[src/rtl/fips_pkg.sv]
// Shared types and constants for the first interaction point select block.
// Used by the front accumulator, the hit queue, the divider back end and the top level.
package fips_pkg;

    localparam int MAX_POINTS = 16;
    localparam int SEEN_W     = $clog2(MAX_POINTS + 1);
    localparam int SUM_W      = 42;
    localparam int WSUM_W     = 25;
    localparam int Q_DEPTH    = 2;

    localparam logic [2:0] MODE_MIN_Z   = 3'd0;
    localparam logic [2:0] MODE_MEAN    = 3'd1;
    localparam logic [2:0] MODE_WEIGHT  = 3'd2;
    localparam logic [2:0] MODE_CENTRE  = 3'd3;
    localparam logic [2:0] MODE_MAX_E   = 3'd4;
    localparam logic [2:0] MODE_HYBRID  = 3'd5;

    localparam logic [1:0] REG_SELECT_MODE = 2'd0;
    localparam logic [1:0] REG_PAD_POLICY  = 2'd1;
    localparam logic [1:0] REG_ACCEPT_FIX  = 2'd2;
    localparam logic [1:0] REG_HYBRID_THR  = 2'd3;

    localparam logic [1:0] PAD_STRICT = 2'd0;
    localparam logic [1:0] PAD_EITHER = 2'd1;
    localparam logic [1:0] PAD_NOISY  = 2'd2;

    localparam logic [7:0] PAD_OK    = 8'd0;
    localparam logic [7:0] PAD_RETRY = 8'd128;

    // finished hit handed from front to back
    typedef struct packed {
        logic                    divide;   // 1: quotient of sums, 0: take best point
        logic signed [SUM_W-1:0] sx;
        logic signed [SUM_W-1:0] sy;
        logic signed [SUM_W-1:0] sz;
        logic [WSUM_W-1:0]       den;      // zero gives the origin
        logic signed [15:0]      bx;
        logic signed [15:0]      by;
        logic signed [15:0]      bz;
        logic                    valid;
        logic                    fix;
    } hit_t;

endpackage

[src/rtl/fips_back.sv]
// Back end: divides the three sums by the weight or count, one quotient bit
// per cycle, saturates and holds the result beat. Depends on fips_pkg.
module fips_back (
    input  logic           aclk,
    input  logic           aresetn,
    input  logic           q_valid,
    output logic           q_ready,
    input  fips_pkg::hit_t q_data,
    output logic           m_valid,
    input  logic           m_ready,
    output logic [47:0]    m_xyz,
    output logic           m_ok,
    output logic           m_fix
);
    localparam int SW = fips_pkg::SUM_W;
    localparam int CW = $clog2(SW);
    typedef enum logic [1:0] {S_IDLE, S_DIV, S_OUT} state_t;

    state_t                state_reg;
    logic [1:0]            axis_reg;
    logic [CW-1:0]         bit_reg;
    logic [SW-1:0]         num_reg, quo_reg;
    logic [SW:0]           rem_reg;
    logic                  neg_reg;
    fips_pkg::hit_t        h_reg;
    logic [15:0]           r_reg [3];
    logic [SW:0]           rem_sh;
    logic                  ge;
    logic signed [SW-1:0]  qs;
    logic [15:0]           sat;

    assign q_ready = state_reg == S_IDLE;
    assign m_valid = state_reg == S_OUT;
    assign m_xyz   = {r_reg[2], r_reg[1], r_reg[0]};
    assign m_ok    = h_reg.valid;
    assign m_fix   = h_reg.fix;

    always_comb begin
        rem_sh = {rem_reg[SW-1:0], num_reg[SW-1]};
        ge     = rem_sh >= (SW+1)'(h_reg.den);
        qs = neg_reg ? -$signed({quo_reg[SW-2:0], ge}) : $signed({quo_reg[SW-2:0], ge});
        if (qs > 42'sd32767)       sat = 16'h7fff;
        else if (qs < -42'sd32768) sat = 16'h8000;
        else                       sat = qs[15:0];
    end

    always_ff @(posedge aclk) begin
        if (!aresetn) begin
            state_reg <= S_IDLE;
        end else begin
            unique case (state_reg)
                S_IDLE: if (q_valid) begin
                    h_reg <= q_data;
                    if (q_data.divide && q_data.den != '0) begin
                        axis_reg  <= 2'd0;
                        bit_reg   <= CW'(SW-1);
                        neg_reg   <= q_data.sx[SW-1];
                        num_reg   <= q_data.sx[SW-1] ? SW'(-q_data.sx) : q_data.sx;
                        rem_reg   <= '0;
                        quo_reg   <= '0;
                        state_reg <= S_DIV;
                    end else begin
                        r_reg[0]  <= q_data.divide ? 16'd0 : q_data.bx;
                        r_reg[1]  <= q_data.divide ? 16'd0 : q_data.by;
                        r_reg[2]  <= q_data.divide ? 16'd0 : q_data.bz;
                        state_reg <= S_OUT;
                    end
                end
                S_DIV: begin
                    if (bit_reg == '0) begin
                        r_reg[axis_reg] <= sat;
                        if (axis_reg == 2'd2) begin
                            state_reg <= S_OUT;
                        end else begin
                            // load next axis
                            axis_reg <= axis_reg + 1'b1;
                            bit_reg  <= CW'(SW-1);
                            rem_reg  <= '0;
                            quo_reg  <= '0;
                            if (axis_reg == 2'd0) begin
                                neg_reg <= h_reg.sy[SW-1];
                                num_reg <= h_reg.sy[SW-1] ? SW'(-h_reg.sy) : h_reg.sy;
                            end else begin
                                neg_reg <= h_reg.sz[SW-1];
                                num_reg <= h_reg.sz[SW-1] ? SW'(-h_reg.sz) : h_reg.sz;
                            end
                        end
                    end else begin
                        rem_reg <= ge ? rem_sh - (SW+1)'(h_reg.den) : rem_sh;
                        num_reg <= {num_reg[SW-2:0], 1'b0};
                        quo_reg <= {quo_reg[SW-2:0], ge};
                        bit_reg <= bit_reg - 1'b1;
                    end
                end
                S_OUT: if (m_ready) state_reg <= S_IDLE;
                default: state_reg <= S_IDLE;
            endcase
        end
    end
endmodule

[config.mk]
export PLATFORM = sky130hd
export DESIGN_NAME = fips_back
export DESIGN_NICKNAME = d
export VERILOG_FILES = /design/src/rtl/fips_pkg.sv /design/src/rtl/fips_back.sv
export SDC_FILE = /design/constraint.sdc
export NUM_CORES = 1
export LEC_CHECK = 0
export ABC_AREA = 1
export BUFFER_PORTS_ARGS = -buffer_cell sky130_fd_sc_hd__buf_2
export CORE_UTILIZATION = 55
export CTS_CLUSTER_DIAMETER = 60
export DETAILED_ROUTE_END_ITERATION = 8
export GPL_TIMING_DRIVEN = 1
export PLACE_DENSITY = 0.77
export SETUP_SLACK_MARGIN = 0.5
export SLEW_MARGIN = 10
export SYNTH_ARGS = -nofsm -noshare
export SYNTH_HDL_FRONTEND = slang
export SYNTH_SLANG_ARGS = --single-unit
[constraint.sdc]
create_clock -name aclk -period 15.56 [get_ports aclk]
set_clock_uncertainty 0.1 [all_clocks]
set_input_delay 0.778 -clock aclk [delete_from_list [all_inputs] [get_ports aclk]]
set_output_delay 0.778 -clock aclk [all_outputs]
set_load 0.1 [all_outputs]
==> results of run 1 <==
[stage by stage]
| step | hold WS (ps) | area [um2] | setup slack [ps] |
|---|---|---|---|
| after floorplan | 395 | 18700 | 1940 |
| after global placement | 409 | 20400 | 10900 |
| after detailed placement | 422 | 20400 | 10720 |
| after CTS | 289 | 21700 | 10670 |
| after global routing | 298 | 21700 | 10080 |
| final | 314 | 21700 | 10600 |
[Yosys cell counts, types with 7 or more instances]
master    count  area [um2]
nand2_1     547        2050
edfxtp_1    293        8800
nor2_1      292        1100
inv_1       263         987
a21oi_1     166         831
o21ai_0     155         776
nand3_1     140         701
nor3_1       52         260
clkbuf_1     49         184
xor2_1       39         342
ha_1         34         425
nand4_1      28         175
nor4_1       22         138
nand2_4      20         225
o211ai_1     19         143
xnor2_1      17         149
inv_2        12        45.0
nor3_2       12         120
o22ai_1      12        75.1
nand2_2      11        68.8
nor2_2       11        68.8
o21ai_1      10        50.1
o21a_1        9        67.6
buf_1         8        30.0
or2_2         8        50.1
a31oi_1       7        43.8
[worst register-to-register path: stages (launching register included)]
cell,delay (ps)
edfxtp_1,390
ha_1,370
a21oi_1,180
o21ai_2,110
nand2_1,90
nand3_2,150
nand2_2,140
nand2_2,110
nor2_8,270
ha_1,300
nand2_1,90
nor2_1,210
nand4_1,150
nor2_1,220
nand3_1,130
nand3_1,90
nand2_1,80
nor2_1,90
and2_1,120
nand2_1,60
nor2_1,100
nand3b_1,80
nor2_1,100
nand4_1,110
nand2_2,500
nand2_1,200
nand2_1,90
nand2_1,70
[kinds of logic after synthesis]
logic type / Yosys count / synth area share (%)
compound gates: 417 / 12.4
fa+ha+maj: 35 / 2.38
xor+xnor: 56 / 2.62
simple gates: 1173 / 28.1
buf+inv: 345 / 7.25
flops: 295 / 47.2
[cell type report]
class                      instances  share of cell area, %
sequential                       295                   40.7
clock inverter                    25                   1.38
multi-input combinational       1681                   39.4
antenna                            4                 0.0461
tap                              448                   2.58
inverter                         278                   4.82
timing repair buffer             275                   6.55
clock buffer                      42                   4.55
[how the worst max path moves through the flow]
stage                     depth (start not counted)                     to  slack, ps                     start
after floorplan                                   4  r_reg[0][0]$_DFFE_PP_       1940                   aresetn
after global placement                           30  r_reg[1][3]$_DFFE_PP_      10900  rem_reg[3]$_SDFFCE_PP0P_
after detailed placement                         27  r_reg[0][1]$_DFFE_PP_      10720  rem_reg[9]$_SDFFCE_PP0P_
after CTS                                        28  r_reg[1][3]$_DFFE_PP_      10670  rem_reg[9]$_SDFFCE_PP0P_
after global routing                             28  r_reg[2][1]$_DFFE_PP_      10080  rem_reg[1]$_SDFFCE_PP0P_
final                                            27  r_reg[1][3]$_DFFE_PP_      10600  rem_reg[1]$_SDFFCE_PP0P_
[power groups by stage]
stage	clock network, mW	registers (mW)	logic, mW
after floorplan	0	1.05	0.305
after global placement	0	1.01	0.448
after detailed placement	0	1.01	0.457
after CTS	0.918	0.996	0.460
after global routing	0.943	1.00	0.513
final	0.906	0.997	0.464
[metal layers]
layer | wire [um] | part of all wire, %
met5 | 39 | 0.076
met2 | 25000 | 49
met1 | 21700 | 42
met3 | 3450 | 6.7
met4 | 1240 | 2.4
[placed cells by master, fill, tap and decap left out, types with 18 or more instances in the layout]
master | netlist | final
a21oi_1 | 166 | 165
o211ai_1 | 19 | 19
nor3_1 | 52 | 52
nand4_1 | 28 | 28
nand2_4 | 20 | 20
nand3_1 | 140 | 140
inv_1 | 263 | 262
nor4_1 | 22 | 21
nor2_1 | 292 | 291
buf_2 | 4 | 257
edfxtp_1 | 293 | 293
clkbuf_16 | 0 | 39
xor2_1 | 39 | 39
o21ai_0 | 155 | 155
nand2_1 | 547 | 546
buf_4 | 3 | 18
ha_1 | 34 | 34
==> results by group, run 1 <==
Run status
  • Run status: finished clean

Global routing
  • Largest net degree at the start of global routing: 79
  • Initial antenna violation count: 7
  • Met2 Usage GRT: roughly 50%
  • Vias in the first global route: between 15000 and 20000
  • Global-route wire length before repair: about 82000 um
  • Gr busiest metal: met2
  • Grt met1 use: approximately two fifths
  • Met3 Use GR: roughly 4.3%
  • All-Layer GR Usage: around 29%
  • Congestion Overflow GR: 0

Worst setup path
  • Critical Path End Type: register
  • Crit path buf inv count: 0
  • Slowest CP cell: nand2_2
  • Top delay family on crit path: simple AND/OR/NAND/NOR gates
  • Worst EP required: roughly 16000 ps
  • R2r worst-path depth: 27
  • Crit Path Max Fanout: 15
  • Delay of the slowest critical-path stage: approximately 500 ps
  • Worst EP arrival: slightly above 5000 ps
  • Crit path kind: register to register
  • Most frequent cell on the critical path: nand2_1
  • Worst setup SP type: register
  • R2r startpoint: rem_reg[1]$_SDFFCE_PP0P_
  • R2r setup slk: 10600 ps
  • Worst r2r dst: r_reg[1][3]$_DFFE_PP_

Yosys
  • Yosys cell types: 60
  • Post-Synthesis Cells: roughly 2300
  • Net count after synthesis: roughly 2600
  • Post-synth ARST share: 0%
  • Cell Area, Synth: ~0.019 mm2
  • Sequential element share of the synthesized area: ~47%
  • Main synth FF type: edfxtp_1
  • Syn_area_per_cell: about 8.1 um2
  • Seq cells post-synth: a little under 300
  • Post-synth EDFFs: around 290
  • Ys Warns: 0

Run
  • Max-Cap Viols: 0

Timing
  • Slew @ Worst Pin: between 1000 and 1500 ps
  • RSZ-0062 raised after global routing: no
  • Final Hold Fails: 0
  • Total Neg Setup Slack: 0 ps
  • Max-slew violation count: 0
  • Final setup fails: 0
  • Worst slew margin: between 20% and 30%
  • Period utilization: 31.9%
  • Fmax: about 200 MHz
  • Fin crit period: a little under 5000 ps

Pwr
  • Clock group share of total power: between 30% and 40%
  • Cell internal pwr: 1.66 mW
  • PwrDens: approximately 110 mW/mm2
  • Worst vdd ir: between 0.1 and 0.15 mV
  • Switching pwr: about 710 uW
  • Switching share of power: 30.0%
  • Lkg Pwr: ~9.2 nW
  • Reg power frac: 42.1%
  • Power share of the combinational group: between 10% and 20%
  • Total power: 2.37 mW

Floorplanning
  • Top-Level Pins: ~260
  • Row count: 67
  • Die Width: between 150 and 200 um
  • Initial Util: roughly 56%
  • Die Area: ~0.035 mm2
  • Die H: ~190 um
  • Total core area: around 0.034 mm2

Finish
  • Layout cells sized above 1: around 17%
  • Fill cells: approximately 2800
  • Layout Utilization: between 60 and 70%
  • Max reg flops: roughly 110
  • Sequential Area: 0.00884 mm2
  • Multi-input logic area: around 0.0085 mm2
  • Layout Nets: ~2800
  • Area growth, synth to finish: 16.0%
  • Post-Layout Cell Count: between 3000 and 4000

Detailed routing
  • Post-route DRC: 0
  • Initial drt markers: 1440
  • DR vias: 17000
  • Final WL: 51400 um
  • Drt via density: 5.58
  • Routed len/inst: 16.9 um
  • 1st-pass router iterations: 6
  • Final ANT Viol Nets: 0

Place
  • GP Congestion: roughly 0.98
  • Post-DP HPWL: 37900 um
  • Port Buffers: around 260
  • Placed insts: between 2000 and 3000

Clock tree
  • Number of CTS-inserted buffers: 37
  • Post-CTS Resized: 0
  • CTS clk-pin slew, worst paths: approximately 60 ps
  • Worst-Skew Late Latency: between 500 and 600 ps
  • H-tree levels: 2
  • Clk buf depth: 3
  • Num Clock Sinks: 295
  • Post-CTS Setup Bufs: 0
  • Clk root buf: clkbuf_16
  • Cts hold-fix bufs: 0
  • TritonCTS clock tree: built

Hold path
  • Hold Path Stages: 1
  • HP Class: input port to register
  • Hold endpoint: h_reg[132]$_DFFE_PP_
  • HP Start: q_data[132]
(Power assumes the default switching activity.)
==> run 2: changes to the inputs <==
--- a/config.mk
+++ b/config.mk
@@ -5,7 +5,7 @@
 export SDC_FILE = /design/constraint.sdc
 export NUM_CORES = 1
 export LEC_CHECK = 0
-export ABC_AREA = 1
+export ABC_AREA = 0
 export BUFFER_PORTS_ARGS = -buffer_cell sky130_fd_sc_hd__buf_2
 export CORE_UTILIZATION = 55
 export CTS_CLUSTER_DIAMETER = 60
==> constraint.sdc (replaced) <==
create_clock -name aclk -period 4.6 [get_ports aclk]
set_clock_uncertainty 0.1 [all_clocks]
set_input_delay 0.23 -clock aclk [delete_from_list [all_inputs] [get_ports aclk]]
set_output_delay 0.23 -clock aclk [all_outputs]
set_load 0.1 [all_outputs]
==> run 2 against run 1 <==
Net effect:
- sequential share of layout area decreased by 2.7 points
- first-iteration DRC count increased by 2.6%
- clock-buffer cell count decreased by 3
- clock power increased to 3.1 times the previous value
- non-clock buffer count increased by 284
- critical path depth decreased by 5
- sequential power increased to 3.2 times the previous value
- core utilization increased by 9.0 points
- worst hold slack got worse by 290 ps
- the run now ends with negative setup slack left
- setup slack got worse by 11000 ps
- highest routed layer unchanged
==> results by group, run 2 <==
Yosys
  • Post-synth EDFFs: 293 (unchanged)
  • Post-Synthesis Cells: 1680 (-28%)
  • Ys Warns: 0 (unchanged)
  • Cell Area, Synth: 0.0176 mm2 (-5.9%)
  • Post-synth top cells: edfxtp_1 (293), nand2_1 (124), nor2_1 (114)
  • Sequential element share of the synthesized area: 50.2% (+3.0 points)
  • Net count after synthesis: 1921 (-25%)
  • Post-synth ARST share: 0% (unchanged)
  • Seq cells post-synth: 295 (unchanged)
  • Syn_area_per_cell: 10.5 um2 (+30%)
  • Yosys cell types: 86 (+43%)
  • Main synth FF type: edfxtp_1
  • Share of the synthesized area in the top cell type: 50.0% (+3.0 points)
  • Cell with the most instances after synthesis: edfxtp_1
  • Area leader, netlist: edfxtp_1
  • Top cells by area, synth: edfxtp_1 (50%), xnor2_1 (5.0%), xor2_1 (4.0%), a21oi_1 (3.1%), o21ai_0 (2.7%)

Finish
  • Most common cell after layout, fill and taps aside: edfxtp_1
  • Layout cells sized above 1: 25.5% (+8.5 points)
  • Max reg flops: 109 (unchanged)
  • Layout Nets: 2423 (-14%)
  • Most frequent cells in the layout: edfxtp_1 (293), buf_2 (257), dlygate4sd3_1 (162)
  • Area growth, synth to finish: 32.2%

Timing
  • Fin crit period: 5280 ps (+320 ps)
  • RSZ-0062 raised after global routing: yes
  • Final Worst Setup Slack: -681 ps (-11280 ps)
  • Fmax: 189 MHz (-6.1%)
  • Max-slew violation count: 0 (unchanged)
  • Final setup fails: 45 (+45)
  • Slew @ Worst Pin: 1140 ps (+52.4 ps)
  • Worst slew margin: 24.0% (-3.3 points)
  • Fin Hold WS: 28.6 ps (-285 ps)
  • Total Neg Setup Slack: -28490 ps (-28490 ps)
  • Period utilization: 115% (+83 points)
  • Final Hold Fails: 0 (unchanged)

Hold path
  • Hold Path Stages: 3 (+2)
  • HP Class: input port to register
  • Hold endpoint: num_reg[26]$_DFFE_PP_
  • HP Start: q_data[185]

Global routing
  • Congestion Overflow GR: 0 (unchanged)
  • Largest net degree at the start of global routing: 132 (+67%)
  • Vias in the first global route: 15600 (-3.5%)
  • Initial antenna violation count: 10 (+3)
  • Global-route wire length before repair: 82200 um (+0.11%)
  • All-Layer GR Usage: 31.6% (+2.3 points)

Run status
  • Failing checks: negative setup slack
  • Run status: finished, violations left

Worst setup path
  • Delay of the slowest critical-path stage: 510 ps (about the same)
  • Slowest CP cell: or4_4
  • R2r setup slk: -680 ps (-11280 ps)
  • Crit path kind: register to register
  • R2r worst-path depth: 22 (-19%)
  • Worst EP arrival: 5430 ps (+290 ps)
  • Worst EP required: 4750 ps (-10990 ps)
  • Worst r2r dst: r_reg[2][11]$_DFFE_PP_
  • Critical Path End Type: register
  • R2r startpoint: rem_reg[2]$_SDFFCE_PP0P_
  • CP cell instances: ha_1 -> buf_4 -> nand4_1 -> or4_4 -> or4_4 -> and2_1 -> nand2b_4 -> clkinv_4 -> ha_4 -> or4b_4 -> nor4_4 -> buf_6 -> buf_4 -> nand3_1 -> a21boi_0 -> a2111oi_2 -> nand3_1 -> nor4_2 -> and4_4 -> a21oi_4 -> and2_4 -> a221o_1
  • Worst setup SP type: register
  • Crit Path Max Fanout: 11 (-4)

Floorplanning
  • Die H: 181 um (-3.0%)
  • Row count: 65 (-3.0%)
  • Die Width: 181 um (-3.0%)
  • Initial Util: 55.8% (about the same)
  • Die Area: 0.0327 mm2 (-5.8%)
  • Top-Level Pins: 258 (unchanged)
  • Total core area: 0.0316 mm2 (-5.9%)

Detailed routing
  • Initial drt markers: 1477 (+2.6%)
  • Routed len/inst: 20.4 um (+21%)
  • 1st-pass router iterations: 6 (unchanged)
  • Final ANT Viol Nets: 0 (unchanged)
  • DR vias: 15900 (-6.6%)
  • Drt via density: 6.08 (+8.9%)
  • Post-route DRC: 0 (unchanged)
  • Final WL: 53500 um (+4.1%)

Clock tree
  • Num Clock Sinks: 295 (unchanged)
  • CTS clk-pin slew, worst paths: 60 ps (about the same)
  • Number of CTS-inserted buffers: 36 (-2.7%)
  • Clk buf depth: 3 (unchanged)
  • Clk root buf: clkbuf_16
  • Worst-Skew Late Latency: 520 ps (-20 ps)
  • TritonCTS clock tree: built
  • H-tree levels: 2 (unchanged)

Run
  • Max-Cap Viols: 0 (unchanged)

Place
  • Post-DP HPWL: 33900 um (-11%)
  • GP Congestion: 0.906 (-7.7%)
  • Dpl ws: -935 ps (-11650 ps)
  • Port Buffers: 257 (unchanged)

Pwr
  • Total power: 7.16 mW (+200%)
  • Worst vdd ir: 0.411 mV (+250%)
  • PwrDens: 308 mW/mm2 (+180%)
  • Lkg Pwr: 8.85 nW (-4.0%)
[run 2: cell count changes in the layout (fill, tap and decap cells not counted), moves of 41 or more]
| cell | before | now |
|---|---|---|
| a211oi_1 | 3 | 60 |
| a21oi_1 | 165 | 101 |
| and3_1 | 4 | 47 |
| buf_4 | 18 | 131 |
| dlygate4sd3_1 | 0 | 162 |
| inv_1 | 262 | 65 |
| nand2_1 | 546 | 123 |
| nand3_1 | 140 | 32 |
| nor2_1 | 291 | 113 |
| o21ai_0 | 155 | 88 |
| xnor2_1 | 17 | 101 |
| xor2_1 | 39 | 80 |
[run 2: cell families (layout without fill, tap and decap cells)]
family	Yosys count	after routing	share of synthesized area (%)
AND/OR/NAND/NOR	533	535	16.0
AO/OA/AOI/OAI	465	465	18.0
flip-flops	295	295	50.2
XOR/XNOR	181	181	9.00
buffers and inverters	164	690	3.87
adder cells (fa/ha/maj)	35	35	2.53
multiplexers	7	7	0.412
other	0	5	0
[run 2: report_power, final]
| part | internal (mW) | switching [mW] | total [mW] |
|---|---|---|---|
| Combinational | 0.491 | 0.665 | 1.16 |
| Clock | 1.62 | 1.16 | 2.78 |
| Sequential | 3.12 | 0.100 | 3.23 |
| Total | 5.23 | 1.93 | 7.16 |
[run 2: routing by layer]
metal,share of wire (%),routed length (um),track usage (%),up-vias
li1,-,-,-,7381
met1,39,20800,37.9,7596
met2,49,26400,55.3,755
met3,7.2,3820,5.79,159
met4,4.6,2440,14.0,12
met5,0.13,67,0,-
[run 2: worst max-delay path by stage]
| stage | depth (start not counted) | to | start | slack, ps |
|---|---|---|---|---|
| after floorplan | 25 | r_reg[0][5]$_DFFE_PP_ | h_reg[51]$_DFFE_PP_ | -1000 |
| after global placement | 22 | r_reg[2][14]$_DFFE_PP_ | h_reg[51]$_DFFE_PP_ | -730 |
| after detailed placement | 20 | r_reg[0][6]$_DFFE_PP_ | rem_reg[12]$_SDFFCE_PP0P_ | -930 |
| after CTS | 23 | r_reg[2][11]$_DFFE_PP_ | h_reg[51]$_DFFE_PP_ | -620 |
| after global routing | 22 | r_reg[2][11]$_DFFE_PP_ | rem_reg[0]$_SDFFCE_PP0P_ | -850 |
| final | 22 | r_reg[2][11]$_DFFE_PP_ | rem_reg[2]$_SDFFCE_PP0P_ | -680 |
[run 2: worst max-delay path, delay by kind of cell, from the launching register on]
family | cells | cell delay, ps
flops | 1 | 420
fa+ha+maj | 2 | 500
buf+inv | 4 | 470
simple gates | 12 | 2670
compound gates | 4 | 830
[run 2: through the flow]
step	instance area (um2)	util, %	std cells
2_1_floorplan	17700	-	1680
6_report	23300	73.8	2615
4_1_cts	23000	72.9	2600
3_3_place_gp	20000	63.5	2364
5_1_grt	23300	73.7	2612
3_5_place_dp	20000	63.5	2364
[run 2: cell type report]
class	instances	area (um2)
flip-flops and latches	295	8840
multi-input cells	1223	8500
diodes	5	12.5
repair buffers	559	4020
well taps	402	503
clock buffers	39	912
fillers	2136	8280
clock inverters	25	233
inverters	67	256
[run 2: what timing repair did]
action / CTS / global route
setup endpoints to repair: 53 / 62
gates cloned: 2 / 1
setup buffers: 8 / 9
hold buffers: 162 / 0
pin swaps: 17 / 22
gates resized for setup: 33 / 41
hold endpoints to repair: 161 / 0
