[src/rtl/fips_pkg.sv]
// Shared types and constants for the first interaction point select block.
// Used by the front accumulator, the hit queue, the divider back end and the top level.
package fips_pkg;

    localparam int MAX_POINTS = 16;
    localparam int SEEN_W     = $clog2(MAX_POINTS + 1);
    localparam int SUM_W      = 42;
    localparam int WSUM_W     = 25;
    localparam int Q_DEPTH    = 2;

    localparam logic [2:0] MODE_MIN_Z   = 3'd0;
    localparam logic [2:0] MODE_MEAN    = 3'd1;
    localparam logic [2:0] MODE_WEIGHT  = 3'd2;
    localparam logic [2:0] MODE_CENTRE  = 3'd3;
    localparam logic [2:0] MODE_MAX_E   = 3'd4;
    localparam logic [2:0] MODE_HYBRID  = 3'd5;

    localparam logic [1:0] REG_SELECT_MODE = 2'd0;
    localparam logic [1:0] REG_PAD_POLICY  = 2'd1;
    localparam logic [1:0] REG_ACCEPT_FIX  = 2'd2;
    localparam logic [1:0] REG_HYBRID_THR  = 2'd3;

    localparam logic [1:0] PAD_STRICT = 2'd0;
    localparam logic [1:0] PAD_EITHER = 2'd1;
    localparam logic [1:0] PAD_NOISY  = 2'd2;

    localparam logic [7:0] PAD_OK    = 8'd0;
    localparam logic [7:0] PAD_RETRY = 8'd128;

    // finished hit handed from front to back
    typedef struct packed {
        logic                    divide;   // 1: quotient of sums, 0: take best point
        logic signed [SUM_W-1:0] sx;
        logic signed [SUM_W-1:0] sy;
        logic signed [SUM_W-1:0] sz;
        logic [WSUM_W-1:0]       den;      // zero gives the origin
        logic signed [15:0]      bx;
        logic signed [15:0]      by;
        logic signed [15:0]      bz;
        logic                    valid;
        logic                    fix;
    } hit_t;

endpackage

[src/rtl/fips_queue.sv]
// Short FIFO of finished hits between front and back end.
// Depends on fips_pkg for hit_t and the queue depth.
module fips_queue (
    input  logic           aclk,
    input  logic           aresetn,
    input  logic           wr_valid,
    output logic           wr_ready,
    input  fips_pkg::hit_t wr_data,
    output logic           rd_valid,
    input  logic           rd_ready,
    output fips_pkg::hit_t rd_data
);
    localparam int AW = $clog2(fips_pkg::Q_DEPTH);
    fips_pkg::hit_t        mem [fips_pkg::Q_DEPTH];
    logic [AW-1:0]         wp_reg, rp_reg;
    logic [AW:0]           cnt_reg;
    logic                  wr, rd;

    assign wr_ready = cnt_reg != (AW+1)'(fips_pkg::Q_DEPTH);
    assign rd_valid = cnt_reg != '0;
    assign rd_data  = mem[rp_reg];
    assign wr = wr_valid && wr_ready;
    assign rd = rd_valid && rd_ready;

    always_ff @(posedge aclk) begin
        if (wr) mem[wp_reg] <= wr_data;
        if (!aresetn) begin
            wp_reg <= '0; rp_reg <= '0; cnt_reg <= '0;
        end else begin
            if (wr) wp_reg <= wp_reg + 1'b1;
            if (rd) rp_reg <= rp_reg + 1'b1;
            cnt_reg <= cnt_reg + (AW+1)'(wr) - (AW+1)'(rd);
        end
    end
endmodule

[config.mk]
export PLATFORM = sky130hd
export DESIGN_NAME = fips_queue
export DESIGN_NICKNAME = d
export VERILOG_FILES = /design/src/rtl/fips_pkg.sv /design/src/rtl/fips_queue.sv
export SDC_FILE = /design/constraint.sdc
export NUM_CORES = 1
export LEC_CHECK = 0
export BUFFER_PORTS_ARGS = -buffer_cell sky130_fd_sc_hd__buf_4
export CAP_MARGIN = 20
export CORE_MARGIN = 2
export CORE_UTILIZATION = 40
export DETAILED_ROUTE_END_ITERATION = 10
export GPL_TIMING_DRIVEN = 0
export PLACE_DENSITY_LB_ADDON = 0.08
export RECOVER_POWER = 50
export SLEW_MARGIN = 20
export SYNTH_ARGS = -nofsm -noshare
export SYNTH_HDL_FRONTEND = slang
export SYNTH_SLANG_ARGS = --single-unit
[constraint.sdc]
create_clock -name aclk -period 14.5 [get_ports aclk]
set_input_delay 2.9 -clock aclk [delete_from_list [all_inputs] [get_ports aclk]]
set_output_delay 2.9 -clock aclk [all_outputs]
set_load 0.02 [all_outputs]
==> results of run 1 <==
[layer usage]
| layer | wire length, µm | GRT usage | up-vias |
|---|---|---|---|
| li1 | - | - | 3565 |
| met1 | 12500 | 0.185 | 3862 |
| met2 | 15900 | 0.270 | 281 |
| met3 | 3390 | 0.0720 | 56 |
| met4 | 806 | 0.0604 | 6 |
| met5 | 46 | 0 | - |
[path summary, 6_finish.rpt]
| kind | start | end | slack [ns] | cells after the start |
|---|---|---|---|---|
| max | wr_valid | mem[0][171]$_DFFE_PP_ | 6.61 | 4 |
| min | rp_reg$_SDFFE_PN0P_ | rp_reg$_SDFFE_PN0P_ | 0.59 | 2 |
| max reg2reg | cnt_reg[0]$_SDFF_PN0_ | mem[0][171]$_DFFE_PP_ | 8.59 | 4 |
| min reg2reg | rp_reg$_SDFFE_PN0P_ | rp_reg$_SDFFE_PN0P_ | 0.59 | 2 |
[power by group]
group	leakage (nW)	total, mW	internal [mW]	switching, mW
sequential	3.82	1.48	1.45	0.0240
combinational	2.82	0.867	0.396	0.471
clock	0.651	1.04	0.617	0.427
[final cells by class]
type,instances,share of cell area
inverter,1,0.000251
timing repair buffer,415,0.155
antenna,3,0.000377
buffer,22,0.0114
clock buffer,55,0.0584
tap,468,0.0294
clock inverter,22,0.00867
multi-input combinational,225,0.122
sequential,409,0.614
[cell usage in the layout (no fill, tap or decap), types with 2 or more instances in the layout]
master,n
dfxtp_1,5
o21ai_0,2
nor2_1,2
clkbuf_16,45
a21bo_2,2
mux2_2,202
buf_2,2
clkinv_1,12
buf_4,208
bufinv_16,3
clkbuf_4,180
diode_2,3
buf_6,18
and2_0,2
edfxtp_1,404
clkinv_2,6
nand2b_1,2
clkbuf_1,35
buf_16,3
[cell families (layout without fill, tap and decap cells)]
logic type	count (synthesis)	count (layout)
xor gates and xnor gates	1	1
buffers and inverters	23	515
DFF	409	409
AOI/OAI and AO/OA	7	7
and+or+nand+nor	13	13
other	0	3
adders and majority gates	1	1
muxes	203	203
[stage by stage]
step	hold slack, ns	instance area, µm²
finish	0.586	19900
global route	0.629	19900
CTS	0.595	20100
detailed placement	0.580	18700
global placement	0.540	18600
floorplan	0.529	14900
[critical path, cell delays in order]
cell        delay [ns]
clkbuf_1          0.23
nand3b_1          0.16
clkinvlp_2        0.55
clkbuf_1          3.94
==> Implementation_results.wiki, run 1 <==
{| class="wikitable"
! Metric !! Value
|-
| Outcome || complete, but fails checks
|-
| Violated checks || max-capacitance violations, max-slew violations
|-
| Final non-filler cell total || 1,620
|-
| Number of inserted filler cells in the final layout || 3,050
|-
| Most frequently used flop master after synthesis || edfxtp_1
|-
| Total standard cell area after synthesis || 14,900 µm²
|-
| Post-synthesis share of cell area spent on full adders, half adders and majority gates || 0.000840
|-
| Number of CTS-inserted buffers || 44
|-
| Async set or reset register ratio after synthesis || 0
|-
| Synthesized-area fraction occupied by xor and xnor cells || 0.000588
|-
| Setup clock skew after layout || 0.00555 ns
|-
| Worst-path fanout max || 94
|-
| Vias in the first global route || 7,996
|-
| DRT Pass-1 Iters || 4
|-
| CTS root buf || clkbuf_16
|-
| Num Clock Sinks || 409
|-
| Net count, final || 1,325
|-
| Initial antenna violation count || 6
|-
| Placed Instances || 1,540
|-
| Number of enable-type register cells in the synthesized netlist || 404
|-
| Setup-failing EPs final || 0
|-
| Total Power Consumption || 3.39 mW
|-
| Overflow left after global routing || 0
|-
| Category of the most critical setup path || primary input to flop
|-
| Count of cells resized by post-cts repair || 0
|-
| Maximum buffer depth of the clock tree || 3
|-
| Detailed placer's ending HPWL || 22,200 µm
|-
| Insertion delay to the later sink of the worst-skew pair || 0.55 ns
|-
| Area share of the largest cell type after synthesis || 0.814
|-
| Global-route wire length before repair || 46,600 µm
|-
| Syn-to-layout area delta || 33.7%
|-
| Ratio of cells with drive above 1 in the final layout || 0.586
|-
| Final period util || 0.544
|-
| Unrepaired setup endpoints after global routing || false
|-
| Startpoint type of the worst setup path || primary input
|-
| Final worst slack || 6.61 ns
|-
| Leak || 7.29 nW
|-
| Hold-fix buffers, CTS || 0
|-
| Number of distinct standard cells referenced by the synthesized netlist || 24
|-
| X dimension of the die || 197 µm
|-
| Arrival time reported for the critical path endpoint || 7.89 ns
|-
| Slew @ Worst Pin || 5.60 ns
|-
| Area contributors post-synth || edfxtp_1 (81%), mux2_2 (15%), buf_6 (1.4%)
|-
| Cell type with the highest aggregate area in the netlist || edfxtp_1
|-
| Normalized max-slew margin || -2.73
|-
| Clock transition time at the flip-flop clock pins of the worst setup and hold paths || 0.06 ns
|-
| Peak clock frequency supported by timing || 0.127 GHz
|-
| Class of the tightest hold or removal check || flop to flop
|-
| Req. time, crit path || 14.50 ns
|-
| Top-count cell post-synth || edfxtp_1
|-
| Overall die height || 197 µm
|-
| Final count of pins violating max slew || 229
|-
| Post-Route Setup TNS || 0 ns
|-
| Post-Syn Instances || 657
|-
| Maximum resistive drop on vdd || 0.109 mV
|-
| Average size of a mapped cell || 22.7 µm²
|-
| Iter 0 DRT Violations || 242
|-
| Total count of hold-check failures in the final report || 0
|-
| Via count || 7,770
|-
| Die area || 38,800 µm²
|-
| Multi-input gate area in the final layout || 2430 µm²
|-
| Average wire per standard cell || 20.1 µm
|-
| Net count after synthesis || 864
|-
| Initial Util || 0.407
|-
| Placer Congestion || 0.726
|-
| Sequential fraction of the synthesis area || 0.821
|-
| Final period demand of the worst path || 7.89 ns
|-
| Total area of sequential cells || 12,200 µm²
|-
| Final core occ || 0.544
|-
| Final Routed Wirelength || 32,600 µm
|-
| Count of yosys warnings during synthesis || 0
|-
| Post-Synth Simple-Gate Area || 0.00496
|-
| DRC || 0
|-
| Detail-routed via count per cell || 4.80
|-
| Number of H-tree levels || 2
|-
| Clock tree from TritonCTS || built
|-
| Max reg flops || 404
|-
| Core outline area || 36,600 µm²
|-
| Main combinational cell family by area after synthesis || multiplexers
|-
| Pin count of the biggest net entering global routing || 95
|-
| Critical path endpoint category || flop
|-
| Post-synthesis mux area share || 0.153
|-
| Combined global-route utilization of all metal layers || 0.163
|-
| # Post-CTS Setup Buffers || 0
|-
| Power density over the cells || 170 nW/µm²
|-
| Synth Register Bits || 409
|-
| Number of max-cap violations || 3
|-
| Row Count || 70
|-
| Share of the synthesized area in compound gates (AO/OA/AOI/OAI) || 0.00361
|-
| Post-route ant nets || 0
|-
| Synth cell count leaders || edfxtp_1 (404), mux2_2 (202), buf_6 (18)
|-
| Post-Place Setup Slack || 9.82 ns
|-
| Port Buf Inserts || 409
|-
| Ports placed on the boundary || 410
|}
(Power assumes the default switching activity.)
==> inputs of run 2 (changes only) <==
==> constraint.sdc (replaced) <==
create_clock -name aclk -period 6.3 [get_ports aclk]
set_input_delay 1.26 -clock aclk [delete_from_list [all_inputs] [get_ports aclk]]
set_output_delay 1.26 -clock aclk [all_outputs]
set_load 0.02 [all_outputs]
==> run 2 against run 1 <==
The run still ends with max-capacitance violations, max-slew violations left. Sequential power is 130% higher. Clock skew increased by 0.0044 ns. Non-clock buffer count grew 1. Worst hold slack got worse by 0.0078 ns. Worst setup slack worse by 3.9 ns. Global-route usage increased by 0.15 points. Wire length up 0.29%. Critical path depth is 1 higher. Largest cell class unchanged.
==> Implementation_results.wiki, run 2 (synthesized netlist as in run 1, its figures left out) <==
{| class="wikitable"
! Metric !! Value
|-
| Outcome || complete, but fails checks
|-
| Violated checks || max-capacitance violations, max-slew violations
|-
| Initial Util || 0.407
|-
| Placer Congestion || 0.725
|-
| Overall die height || 197 µm
|-
| Clock network fraction of total power || 0.312
|-
| Total count of hold-check failures in the final report || 0
|-
| Final worst slack || 2.68 ns
|-
| Maximum buffer depth of the clock tree || 3
|-
| Ports placed on the boundary || 410
|-
| Iter 0 DRT Violations || 283
|-
| Arrival time reported for the critical path endpoint || 3.84 ns
|-
| Net count, final || 1,326
|-
| Pin count of the biggest net entering global routing || 96
|-
| Number of CTS-inserted buffers || 44
|-
| Switching power as a share of total power || 0.274
|-
| Post-Place Setup Slack || 3.10 ns
|-
| Power share of the combinational group || 0.257
|-
| Leading cell types in the layout, fill and taps excluded || edfxtp_1 (404), buf_4 (207), mux2_2 (202)
|-
| Clock transition time at the flip-flop clock pins of the worst setup and hold paths || 0.06 ns
|-
| Area after DPL || 18,700 µm²
|-
| Insertion delay to the later sink of the worst-skew pair || 0.56 ns
|-
| Leak || 7.33 nW
|-
| Normalized max-slew margin || -0.0649
|-
| Core outline area || 36,600 µm²
|-
| Die area || 38,800 µm²
|-
| Average wire per standard cell || 20.1 µm
|-
| Total Power Consumption || 7.80 mW
|-
| Count of cells resized by post-cts repair || 0
|-
| Req. time, crit path || 6.52 ns
|-
| Placed Instances || 1,541
|-
| Peak clock frequency supported by timing || 0.276 GHz
|-
| Relative contribution of sequential cells to total power || 0.431
|-
| Cell internal pwr || 5.67 mW
|-
| Combined global-route utilization of all metal layers || 0.164
|-
| Number of max-cap violations || 2
|-
| Post-route ant nets || 0
|-
| CTS root buf || clkbuf_16
|-
| Area of all placed cells without fillers || 20,000 µm²
|-
| Worst hold margin || 0.579 ns
|-
| Initial antenna violation count || 2
|-
| Port Buf Inserts || 409
|-
| Critical path endpoint category || flop
|-
| Unrepaired setup endpoints after global routing || false
|-
| Detailed placer's ending HPWL || 22,600 µm
|-
| Vias in the first global route || 8,023
|-
| DRT Pass-1 Iters || 4
|-
| Hold-fix buffers, CTS || 0
|-
| Via count || 7,718
|-
| Setup clock skew after layout || 0.00991 ns
|-
| Power density over the cells || 390 nW/µm²
|-
| Global-route wire length before repair || 47,000 µm
|-
| Category of the most critical setup path || primary input to flop
|-
| Final Routed Wirelength || 32,700 µm
|-
| Clock tree from TritonCTS || built
|-
| Ratio of cells with drive above 1 in the final layout || 0.590
|-
| Number of H-tree levels || 2
|-
| Most common cell after layout, fill and taps aside || edfxtp_1
|-
| Final period demand of the worst path || 3.62 ns
|-
| Max reg flops || 404
|-
| Final count of pins violating max slew || 30
|-
| Class of the tightest hold or removal check || flop to flop
|-
| Syn-to-layout area delta || 34.3%
|-
| Overflow left after global routing || 0
|-
| Maximum resistive drop on vdd || 0.220 mV
|-
| Worst-path fanout max || 95
|-
| Final non-filler cell total || 1,622
|-
| Num Clock Sinks || 409
|-
| Final period util || 0.574
|-
| Row Count || 70
|-
| Detail-routed via count per cell || 4.76
|-
| Startpoint type of the worst setup path || primary input
|-
| Slew @ Worst Pin || 1.60 ns
|-
| # Post-CTS Setup Buffers || 0
|-
| Total net switching power || 2.14 mW
|-
| X dimension of the die || 197 µm
|-
| Setup-failing EPs final || 0
|-
| DRC || 0
|}
==> run 2: cell types whose count changed in the layout (fill, tap and decap cells not counted), sizes merged <==
cell and delta:
buf +2, clkbuf +5, clkinv -7, inv +2
==> run 2: critical path, stage by stage <==
cell,delay [ns]
clkbuf_1,0.16
nand3b_1,0.17
clkinvlp_2,1.17
buf_16,0.67
buf_16,0.34
==> run 2: layer usage <==
layer | GRT usage | part of all wire
met2 | 0.271 | 0.49
met4 | 0.0635 | 0.027
met3 | 0.0761 | 0.10
met1 | 0.186 | 0.38
met5 | 0 | 0
==> run 2: worst paths after layout <==
check	from	endpoint	slack [ns]	cells after the start
setup / recovery	wr_valid	mem[0][175]$_DFFE_PP_	2.68	5
hold / removal	rp_reg$_SDFFE_PN0P_	flop	0.58	2
setup reg to reg	cnt_reg[0]$_SDFF_PN0_	mem[0][175]$_DFFE_PP_	2.97	5
hold reg to reg	rp_reg$_SDFFE_PN0P_	flop	0.58	2
==> run 2: power groups by stage <==
stage / sequential, mW / clock [mW] / combinational, mW
3_5_place_dp: 3.42 / 0 / 2.06
6_report: 3.37 / 2.43 / 2.01
5_1_grt: 3.39 / 2.60 / 2.13
4_1_cts: 3.37 / 2.51 / 2.07
2_1_floorplan: 3.45 / 0 / 1.18
3_3_place_gp: 3.49 / 0 / 2.03
==> run 2: per-stage QoR <==
step,TNS (ns),util
2_1_floorplan,0,-
3_5_place_dp,0,0.512
3_3_place_gp,-474.24,0.507
6_report,0,0.546
4_1_cts,0,0.548
5_1_grt,0,0.546
==> run 2: cell type report <==
type                       count  area [µm²]
antenna                        3        7.51
buffer                        22         228
clock buffer                  61        1190
clock inverter                17         159
fill                        2979       16600
inverter                       1        5.00
multi-input combinational    225        2430
sequential                   409       12200
tap                          468         586
timing repair buffer         416        3170
==> inputs of run 3 (changes only) <==
==> constraint.sdc (replaced) <==
create_clock -name aclk -period 3.7 [get_ports aclk]
set_input_delay 0.74 -clock aclk [delete_from_list [all_inputs] [get_ports aclk]]
set_output_delay 0.74 -clock aclk [all_outputs]
set_load 0.02 [all_outputs]
==> run 3 against run 2 <==
The run now ends clean. Combinational power grew 72%. Worst setup slack lost 1.9 ns. Worst hold slack lost 0.17 ns. First-iteration DRC count shrank 7.4%. Clock-buffer cell count shrank 5. Utilization is essentially flat.
==> Implementation_results.wiki, run 3 (synthesized netlist as in run 1, its figures left out) <==
{| class="wikitable"
! Metric !! Value
|-
| Unrepaired setup endpoints after global routing || false
|-
| Syn-to-layout area delta || 34.4%
|-
| Hold Path Stages || 1
|-
| Relative contribution of sequential cells to total power || 0.437
|-
| Total net switching power || 3.60 mW
|-
| Final Routed Wirelength || 32,200 µm
|-
| Clock network fraction of total power || 0.300
|-
| DRT Pass-1 Iters || 4
|-
| Clock transition time at the flip-flop clock pins of the worst setup and hold paths || 0.06 ns
|-
| Ratio of cells with drive above 1 in the final layout || 0.589
|-
| Multi-input gate area in the final layout || 2440 µm²
|-
| Number of inserted filler cells in the final layout || 2,997
|-
| Area of all placed cells without fillers || 20,000 µm²
|-
| Via count || 7,756
|-
| Cell type group with the largest total delay on the critical path || buffers and inverters
|-
| Leading cell types in the layout, fill and taps excluded || edfxtp_1 (404), buf_4 (209), mux2_2 (202)
|-
| Category of the most critical setup path || flop to flop
|-
| Total count of hold-check failures in the final report || 0
|-
| Cell internal pwr || 9.52 mW
|-
| Final worst slack || 0.774 ns
|-
| Critical path endpoint category || flop
|-
| Total area of sequential cells || 12,200 µm²
|-
| Arrival time reported for the critical path endpoint || 3.20 ns
|-
| Final period util || 0.791
|-
| Detailed placer's ending HPWL || 22,400 µm
|-
| Average wire per standard cell || 19.8 µm
|-
| Final count of pins violating max slew || 0
|-
| Post-route ant nets || 0
|-
| Slowest cell on the critical path || clkinvlp_2
|-
| X dimension of the die || 197 µm
|-
| Placer Congestion || 0.730
|-
| Iter 0 DRT Violations || 262
|-
| Peak clock frequency supported by timing || 0.342 GHz
|-
| Post-Place Setup Slack || 0.954 ns
|-
| Power density over the cells || 655 nW/µm²
|-
| Outcome || completed
|-
| Combined global-route utilization of all metal layers || 0.161
|-
| Req. time, crit path || 3.97 ns
|-
| Row Count || 70
|-
| Critical Path Source || cnt_reg[0]$_SDFF_PN0_
|-
| Overall die height || 197 µm
|-
| Setup clock skew after layout || 0.0112 ns
|-
| Clock tree from TritonCTS || built
|-
| Normalized max-slew margin || 0.322
|-
| Final period demand of the worst path || 2.93 ns
|-
| DRC || 0
|-
| Hold-fix buffers, CTS || 0
|-
| Global-route wire length before repair || 46,600 µm
|-
| Bufs and invs on worst path || 3
|-
| Core outline area || 36,600 µm²
|-
| Number of H-tree levels || 2
|-
| Critical R2R Capture || mem[0][1]$_DFFE_PP_
|-
| Switching power as a share of total power || 0.274
|-
| Net count, final || 1,331
|-
| Start point of the worst hold path || wr_data[51]
|-
| Power share of the combinational group || 0.263
|-
| Overflow left after global routing || 0
|-
| Port Buf Inserts || 409
|-
| Worst reg2reg startpoint || cnt_reg[0]$_SDFF_PN0_
|-
| Die area || 38,800 µm²
|-
| CTS root buf || clkbuf_16
|-
| Count of cells resized by post-cts repair || 0
|-
| Max reg flops || 404
|-
| Insertion delay to the later sink of the worst-skew pair || 0.53 ns
|-
| Number of max-cap violations || 0
|-
| Detail-routed via count per cell || 4.76
|-
| Initial antenna violation count || 8
|-
| Setup-failing EPs final || 0
|-
| Leak || 7.33 nW
|-
| Ports placed on the boundary || 410
|-
| Slew @ Worst Pin || 1.01 ns
|-
| Area after DPL || 18,800 µm²
|-
| Initial Util || 0.407
|-
| Maximum resistive drop on vdd || 0.369 mV
|-
| Reg2reg setup slack || 0.77 ns
|-
| Number of CTS-inserted buffers || 44
|-
| Crit path cell chain || nand2b_1 -> nand3b_1 -> clkinvlp_2 -> clkbuf_2 -> buf_12
|-
| Slowest Stage Delay on Critical Path || 0.82 ns
|-
| Most common cell after layout, fill and taps aside || edfxtp_1
|-
| # Post-CTS Setup Buffers || 0
|-
| Maximum buffer depth of the clock tree || 3
|-
| Worst-path fanout max || 30
|-
| Startpoint type of the worst setup path || flop
|-
| Number of cell instances on the worst register-to-register path || 5
|-
| Vias in the first global route || 8,127
|-
| Class of the tightest hold or removal check || primary input to flop
|-
| Hold-critical path endpoint || mem[0][51]$_DFFE_PP_
|-
| Num Clock Sinks || 409
|-
| Pin count of the biggest net entering global routing || 46
|}
-- run 3: layer usage --
metal	global-route usage	routed length [µm]	share of wire	vias to the layer above
li1	-	-	-	3580
met1	0.182	12100	0.38	3808
met2	0.263	15500	0.48	299
met3	0.0767	3650	0.11	63
met4	0.0635	940	0.029	6
met5	0	36	0.0011	-
-- run 3: power groups by stage --
stage	logic, mW	registers (mW)	clock network, mW
after floorplan	2.01	5.85	0
after global placement	3.44	5.91	0
after detailed placement	3.54	5.83	0
after CTS	3.56	5.73	4.06
after global routing	3.67	5.77	4.20
final	3.45	5.73	3.94
-- run 3: layout make-up --
| type | count | share of cell area |
|---|---|---|
| buffer | 22 | 0.0114 |
| multi-input combinational | 225 | 0.122 |
| clock inverter | 19 | 0.00538 |
| sequential | 409 | 0.611 |
| inverter | 1 | 0.000250 |
| timing repair buffer | 421 | 0.162 |
| clock buffer | 56 | 0.0583 |
| antenna | 7 | 0.000875 |
| tap | 468 | 0.0293 |
-- run 3: worst register-to-register path, cell delays in order (launching register included) --
cell        delay [ns]
dfxtp_1           0.36
nand2b_1          0.22
nand3b_1          0.16
clkinvlp_2        0.82
clkbuf_2          0.70
buf_12            0.38
-- run 3: worst max path at each step --
stage	endpoint	slack, ns	cells past startpoint
3_3_place_gp	mem[0][174]$_DFFE_PP_	-2.88	3
2_1_floorplan	mem[0][0]$_DFFE_PP_	-0.57	2
6_report	mem[0][1]$_DFFE_PP_	0.77	5
3_5_place_dp	mem[0][174]$_DFFE_PP_	0.95	7
4_1_cts	rd_data[76]	0.95	4
5_1_grt	mem[0][5]$_DFFE_PP_	0.50	5
-- run 3: stage by stage --
step / hold WS (ns) / std cells / utilization / TNS, ns / power (mW)
floorplan: 0.552 / 657 / - / -115.99 / 7.87
global placement: 0.569 / 1534 / 0.507 / -919.24 / 9.35
detailed placement: 0.577 / 1546 / 0.514 / 0 / 9.37
CTS: 0.348 / 1621 / 0.549 / 0 / 13.3
global route: 0.378 / 1626 / 0.547 / 0 / 13.6
finish: 0.404 / 1628 / 0.547 / 0 / 13.1
